[src/sv/bsort_pkg.sv]
`timescale 1ns / 1ps
// ----------------------------------------------------------------------------
// Bitonic sorter package
// Shared constants, codes, the store request bundle and the set size helper.
// ----------------------------------------------------------------------------
package bsort_pkg;

   // Largest set the store can hold.
   localparam int MAX_ITEMS = 1024;
   // Log2 of the largest power of two that does not exceed MAX_ITEMS.
   localparam int LOG_MAX   = $clog2(MAX_ITEMS + 1) - 1;
   localparam int MEM_DEPTH = 1 << LOG_MAX;
   localparam int ADDR_W    = LOG_MAX;
   localparam int CNT_W     = LOG_MAX + 1;
   localparam int DATA_W    = 32;

   localparam int SIZE_LOG2_W = 4;
   localparam int CSR_IDX_W   = 1;
   localparam int CSR_DATA_W  = SIZE_LOG2_W;

   // Configuration register indexes.
   localparam logic [CSR_IDX_W-1:0] CSR_SORT_ASCENDING = 1'd0;
   localparam logic [CSR_IDX_W-1:0] CSR_SIZE_LOG2      = 1'd1;

   // Request opcodes.
   localparam logic OP_LOAD   = 1'b0;
   localparam logic OP_UNLOAD = 1'b1;

   // One cycle of requests to the element store.
   typedef struct packed {
      logic              wr_en;
      logic [ADDR_W-1:0] wr_addr;
      logic [DATA_W-1:0] wr_data;
      logic              rd_en_a;
      logic [ADDR_W-1:0] rd_addr_a;
      logic              rd_en_b;
      logic [ADDR_W-1:0] rd_addr_b;
   } bsort_mem_req_type;

   // Set size selected by the size register, saturated to the store depth.
   function automatic logic [CNT_W-1:0] bsort_cfg_size(input logic [SIZE_LOG2_W-1:0] lg);
      logic [SIZE_LOG2_W-1:0] eff;
      eff = (int'(lg) > LOG_MAX) ? SIZE_LOG2_W'(LOG_MAX) : lg;
      return CNT_W'(1) << eff;
   endfunction

endpackage

[src/sv/bsort_cmp.sv]
`timescale 1ns / 1ps
// ----------------------------------------------------------------------------
// Bitonic sorter compare unit
// Signed compare of one pair; flags a swap when the pair is out of order.
// ----------------------------------------------------------------------------
module bsort_cmp (
   input  logic [bsort_pkg::DATA_W-1:0] lo_value,
   input  logic [bsort_pkg::DATA_W-1:0] hi_value,
   input  logic                         dir_up,
   output logic                         swap
);
   import bsort_pkg::*;

   logic signed [DATA_W-1:0] a;
   logic signed [DATA_W-1:0] b;

   assign a    = lo_value;
   assign b    = hi_value;
   // Ascending pairs swap when the lower entry is greater, descending the reverse.
   assign swap = dir_up ? (a > b) : (b > a);

endmodule

[config.mk]
export PLATFORM = sky130hd
export DESIGN_NAME = bsort_cmp
export DESIGN_NICKNAME = d
export VERILOG_FILES = /design/src/sv/bsort_pkg.sv /design/src/sv/bsort_cmp.sv
export SDC_FILE = /design/constraint.sdc
export NUM_CORES = 1
export LEC_CHECK = 0
export ABC_AREA = 1
export ABC_CLOCK_PERIOD_IN_PS = 1600
export BUFFER_PORTS_ARGS = -buffer_cell sky130_fd_sc_hd__buf_2
export CORE_UTILIZATION = 40
export DETAILED_ROUTE_END_ITERATION = 16
export GPL_TIMING_DRIVEN = 0
export PLACE_DENSITY_LB_ADDON = 0.12
export SYNTH_ARGS = -nofsm -noshare
export SYNTH_HDL_FRONTEND = slang
export SYNTH_SLANG_ARGS = --single-unit
[constraint.sdc]
create_clock -name vclk -period 1.6
set_input_delay 0.24 -clock vclk [all_inputs]
set_output_delay 0.24 -clock vclk [all_outputs]
set_load 0.005 [all_outputs]
### Yosys cells after proc, flatten, opt, wreduce, memory -nomap -nowiden

Cells that the tools add are included.

* RAM bits: 0
* memories: 0
* bits in read-only memories: 0
* input bits: 65
* bits in latches: 0
* flip-flop bits (word level): 0
* word-level logic and storage cells: 3

* div/mod/pow operators: 0
* bitwise gates (word level): 0
* shift-type cells: 0
* multiplexer cells: 1
* $mul: 0
* reductions and logical operators: 0
* eq/ne operators: 0
* $lt $le $gt $ge: 2
* $add $sub $neg: 0

Operators with widths (number)
* 32-bit > comparator: 2
* 1-bit 2-to-1 mux: 1

### Longest topological paths before layout

Gate-level depths: netlist (run 1).

* depth after elaboration: 2
* depth in mapped cells: 16

### Worst setup path after synthesis (run 1)

OpenSTA, ideal clock, no wires.

* path type: input to output
* from: in lo_value[31] (netlist name)
* to: out swap
* data arrival time: 1341 ps
* required time: 1360 ps
* slack: 19 ps
* stages: 11
* path through: inv_1 > ha_1 > nand2_1 > nor2_2 > nand2_2 > nor3b_2 > nand2_2 > nand2_2 > nand2_1 > nand3_1 > nand2_1

* cells in the longest elaborated chain, start to end: 2

Ends and longest elaborated chain
* start: declaration: RTL line bsort_cmp.sv:7 `input logic [bsort_pkg::DATA_W-1:0] lo_value,`
* 32-bit > comparator: RTL line bsort_cmp.sv:20 `assign swap = dir_up ? (a > b) : (b > a);`
* 1-bit 2-to-1 mux (*): RTL line bsort_cmp.sv:20
* end: declaration: RTL line bsort_cmp.sv:10 `output logic swap`

Every way passes the cells marked *; elsewhere a longest branch is shown, timed or not.

### Final worst setup path (run 1)

* from: in hi_value[19] (netlist name)
* to: out swap

* cells in the longest elaborated chain, start to end: 2

Ends and longest elaborated chain
* start: declaration: RTL line bsort_cmp.sv:8 `input logic [bsort_pkg::DATA_W-1:0] hi_value,`
* 32-bit > comparator: RTL line bsort_cmp.sv:20
* 1-bit 2-to-1 mux (*): RTL line bsort_cmp.sv:20

Marked as above.

==> results of run 1 <==
==> cell usage in the layout (no fill, tap or decap), types with 2 or more instances in the layout <==
master / instances
a21o_1: 2
a21oi_1: 6
a21oi_2: 8
buf_2: 56
buf_4: 2
buf_6: 9
ha_1: 14
ha_4: 18
inv_1: 29
inv_2: 9
nand2_1: 25
nand2_2: 9
nand2_4: 3
nand3_1: 4
nand4_1: 2
nor2_1: 5
nor2_2: 2
nor2_4: 3
o21ai_1: 3
==> layer usage <==
layer	vias up	GRT usage
met1	536	0.168
met5	-	0
met2	42	0.500
met3	6	0.0152
li1	610	-
met4	0	0.0381
==> through the flow <==
step / hold WS, ns / setup slack (ns) / instances
6_report: 0.807 / -0.196 / 245
5_1_grt: 0.850 / -0.335 / 245
4_1_cts: 0.811 / -0.198 / 245
3_5_place_dp: 0.801 / -0.297 / 243
3_3_place_gp: 0.798 / -0.245 / 243
2_1_floorplan: 0.574 / 0.0190 / 149
==> worst paths after layout <==
path    startpoint  endpoint
min         dir_up      swap
max   hi_value[19]      swap
==> where the power goes <==
part	switching (uW)	total (uW)	internal, uW
Clock	0	0	0
Sequential	0	0	0
Combinational	213	454	241
==> repair_timing <==
| item | in CTS | in global routing |
|---|---|---|
| cloned | 0 | 0 |
| pin swaps | 30 | 23 |
| resized for setup | 33 | 34 |
| buffers inserted | 2 | 0 |
| endpoints found under the setup margin | 1 | 1 |
==> cell families (layout without fill, tap and decap cells) <==
group | count (synthesis) | after routing | synth area share
fa+ha+maj | 32 | 32 | 0.431
buf+inv | 40 | 108 | 0.162
simple gates | 55 | 55 | 0.268
compound gates | 22 | 22 | 0.139
==> critical path: stages <==
cell and delay, ns:
buf_8 0.10, ha_4 0.24, a21o_1 0.17, o21ai_1 0.13, nand2_1 0.09, a21oi_2 0.19, nand2_2 0.09, nand2_1 0.06
nand3_1 0.06, nand2_1 0.07, buf_2 0.11
==> cell type report <==
cell class         instances  area share
repair buffers            68       0.244
inverters                 40      0.0906
well taps                 28      0.0208
multi-input cells        109       0.644
==> results.cfg, run 1 <==
[synthesis]
syn-num-nets = 246
ys_top_cells_by_area = ha_1, inv_1, nand2_1, a21oi_1, nor2_1
post_synth_num_cell_types = 20
syn_area_um2 = 928
synthCells = 149
synth_area_leader_cell = ha_1
seq_area_frac_synth = 0
ys_warn_count = 0
yosysMostFrequentCell = inv_1
synth_top_area_frac = 0.431
synth_common_cells = inv_1, nand2_1, ha_1
avgSynthCellArea_um2 = 6.23

[cells_and_area]
fin_util = 0.769
fin_area_um2 = 1680
fill_cells = 176
clock_buffers = 0
seq_cells = 0
multiInputGateArea_um2 = 1080
layout-drive-gt1-share = 0.571
layout-area-overhead-vs-synth_pct = 81.4
antenna_cells = 0
finalNetCount = 316
seqCellArea_um2 = 0

[power]
p_total_uw = 454
leakagePower_uw = 0.000922
power.density_nw_per_um2 = 270
ir_drop_mv = 0.183

[timing]
period_needed_ns = 1.80
slew_headroom = 0.892
min_period_over_period = 1.12
max_freq_mhz = 557
tightest_slew_ns = 0.160
rsz0062_at_grt = yes
finalMaxSlewViolations = 0
finalSetupTns_ns = -0.196
final_hold_viol_count = 0
finalSetupViolCount = 1
fin_ws_ns = -0.196

[route]
drt-total-wl_um = 2690
drt_first_iter_violations = 4
dr_wl_met2_um = 1600
first_pass_iters = 4
routed.top_layer = met4
drc = 0
wl_met3_um = 141
wl_met1_um = 897
wire_per_inst_um = 11.0
num_vias = 1194
vias_per_cell = 4.87
postRouteAntennaNets = 0

[worst_hold_path]
min_delay_path_depth = 4
hold_class = primary input to primary output

[place]
dpl-instance-area_um2 = 1290
place.gp.congestion = 0.647
dp_hpwl_um = 1960
portBuffers = 66

[global_route]
globalRouteTotalUtil = 0.209
grt_pass1_vias = 1252
grt_pass1_wl_um = 4270
grt_overflow = 0
antenna_found_initial = 0
grt_max_degree = 4

[floorplan]
die_h_um = 50.2
start_util = 0.424
coreArea_um2 = 2190
floorplan.rows = 17
dieWidth_um = 50.2
dieArea_um2 = 2520
io_pins = 66

[status]
status = finished with violations
violations = setup timing

[critical_path]
worst_ep_required_time_ns = 1.36
worstPathArrival_ns = 1.56
path_class = primary input to primary output
start_kind = primary input
cp-end-kind = primary output
path_max_fanout = 3

[job]
drv_cap = 0

[clock_tree]
hold_buffers = 0
(Power assumes the default switching activity.)
==> inputs of run 2 (changes only) <==
==> constraint.sdc (replaced) <==
create_clock -name vclk -period 1.6
set_input_delay 0.08 -clock vclk [all_inputs]
set_output_delay 0.08 -clock vclk [all_outputs]
set_load 0.005 [all_outputs]
==> run 2 against run 1 <==
Setup slack better by 0.29 ns; critical path depth is 2 higher; the run now ends clean; highest routed layer is now met3; core utilization is 11 points lower; critical path type unchanged; critical endpoint unchanged.
==> results.cfg, run 2 (same netlist as run 1, synthesis figures left out) <==
[place]
portBuffers = 66
dp_hpwl_um = 1960
place.gp.congestion = 0.647

[global_route]
grt_pass1_wl_um = 3540
globalRouteTotalUtil = 0.169
grt_max_degree = 6
grt_overflow = 0
antenna_found_initial = 0
grt_pass1_vias = 1087

[power]
power.density_nw_per_um2 = 247
power.share.switching = 0.483
ir_drop_mv = 0.156
leakagePower_uw = 0.000890
clkPwrFrac = 0
pwr-share-comb = 1.000
p_int_uw = 186
p_sw_uw = 174
p_total_uw = 359
p_seq_frac = 0

[critical_path]
worstPathArrival_ns = 1.43
cp-end-kind = primary output
cpPeakStageDelay_ns = 0.28
path_cells = buf_2, inv_1, ha_4, nand2_4, nor2_4, nand4_1, nor3b_2, nand2_2, nand2_2, nand2_1, nand3_1, nand2_1, buf_2
path_max_fanout = 3
path_class = primary input to primary output
worst_ep_required_time_ns = 1.52
slowest_stage = ha_4
start_kind = primary input

[cells_and_area]
antenna_cells = 0
layout-area-overhead-vs-synth_pct = 56.5
clock_buffers = 0
finalNetCount = 315
fin_util = 0.663
fill_cells = 212
layout-drive-gt1-share = 0.440
final_common_cell = buf_2
seq_cells = 0
seqCellArea_um2 = 0
final_cell_mix = buf_2, inv_1, nand2_1, ha_1

[route]
postRouteAntennaNets = 0
num_vias = 1143
drc = 0
wire_per_inst_um = 9.37
first_pass_iters = 4
drt_first_iter_violations = 9
vias_per_cell = 4.68
drt-total-wl_um = 2290

[timing]
final_hold_viol_count = 0
slew_headroom = 0.871
tightest_slew_ns = 0.192
min_period_over_period = 0.943
period_needed_ns = 1.51
max_freq_mhz = 663
finalMaxSlewViolations = 0
finalSetupViolCount = 0

[floorplan]
start_util = 0.424
floorplan.rows = 17
dieWidth_um = 50.2
coreArea_um2 = 2190
io_pins = 66
die_h_um = 50.2
dieArea_um2 = 2520

[job]
drv_cap = 0

[status]
status = completed

[worst_hold_path]
hold_class = primary input to primary output

[clock_tree]
hold_buffers = 0
==> run 2: changes by cell type in the layout (fill, tap and decap cells not counted), moves of 2 or more <==
cell     change
nor2_4       -2
nand2_1      +6
inv_1        +8
buf_2       +10
inv_2        -7
nor2_1       +2
ha_4         -8
a21oi_1      +4
nand2_2      -4
nand2_4      -2
ha_1         +8
buf_6        -9
a21oi_2      -4
==> run 2: area by class of cell <==
type                            instances  area, um2  share of cell area
Multi-Input combinational cell        109        930               0.640
Tap cell                               28       35.0              0.0241
Inverter                               40        150               0.103
Timing Repair Buffer                   67        338               0.233
==> run 2: power groups by stage <==
stage | logic [uW] | registers, uW | clock network (uW)
floorplan | 181 | 0 | 0
global placement | 283 | 0 | 0
detailed placement | 302 | 0 | 0
CTS | 304 | 0 | 0
global route | 411 | 0 | 0
finish | 359 | 0 | 0
==> run 2: worst max-delay path: cells and delay by family <==
family / cells / cell delay (ns)
fa+ha+maj: 1 / 0.28
simple gates: 9 / 0.80
buf+inv: 3 / 0.25
==> run 2: worst paths after layout <==
kind                     start   end  slack [ns]  cells past startpoint
setup / recovery  lo_value[21]  swap        0.09                     13
hold / removal          dir_up  swap        0.48                      4
==> run 2: layer usage <==
layer	global-route usage	vias up	wire, um
met4	0	0	0
met5	0	-	0
met2	0.398	36	1300
li1	-	609	-
met3	0.00606	0	131
met1	0.156	498	854
==> run 2: timing repair <==
action | 4_1_cts | 5_1_grt
endpoints found under the setup margin | 0 | 1
gates resized for setup | 0 | 22
buffers inserted | 0 | 1
==> run 2: per-stage QoR <==
stage	area [um2]	cells	TNS [ns]	hold slack, ns	setup WS, ns
after CTS	1290	243	0	0.483	0.0215
after detailed placement	1290	243	0	0.481	0.0234
after global routing	1450	244	-0.0158	0.509	-0.0158
after global placement	1290	243	0	0.478	0.0747
final	1450	244	0	0.478	0.0908
after floorplan	928	149	0	0.254	0.339
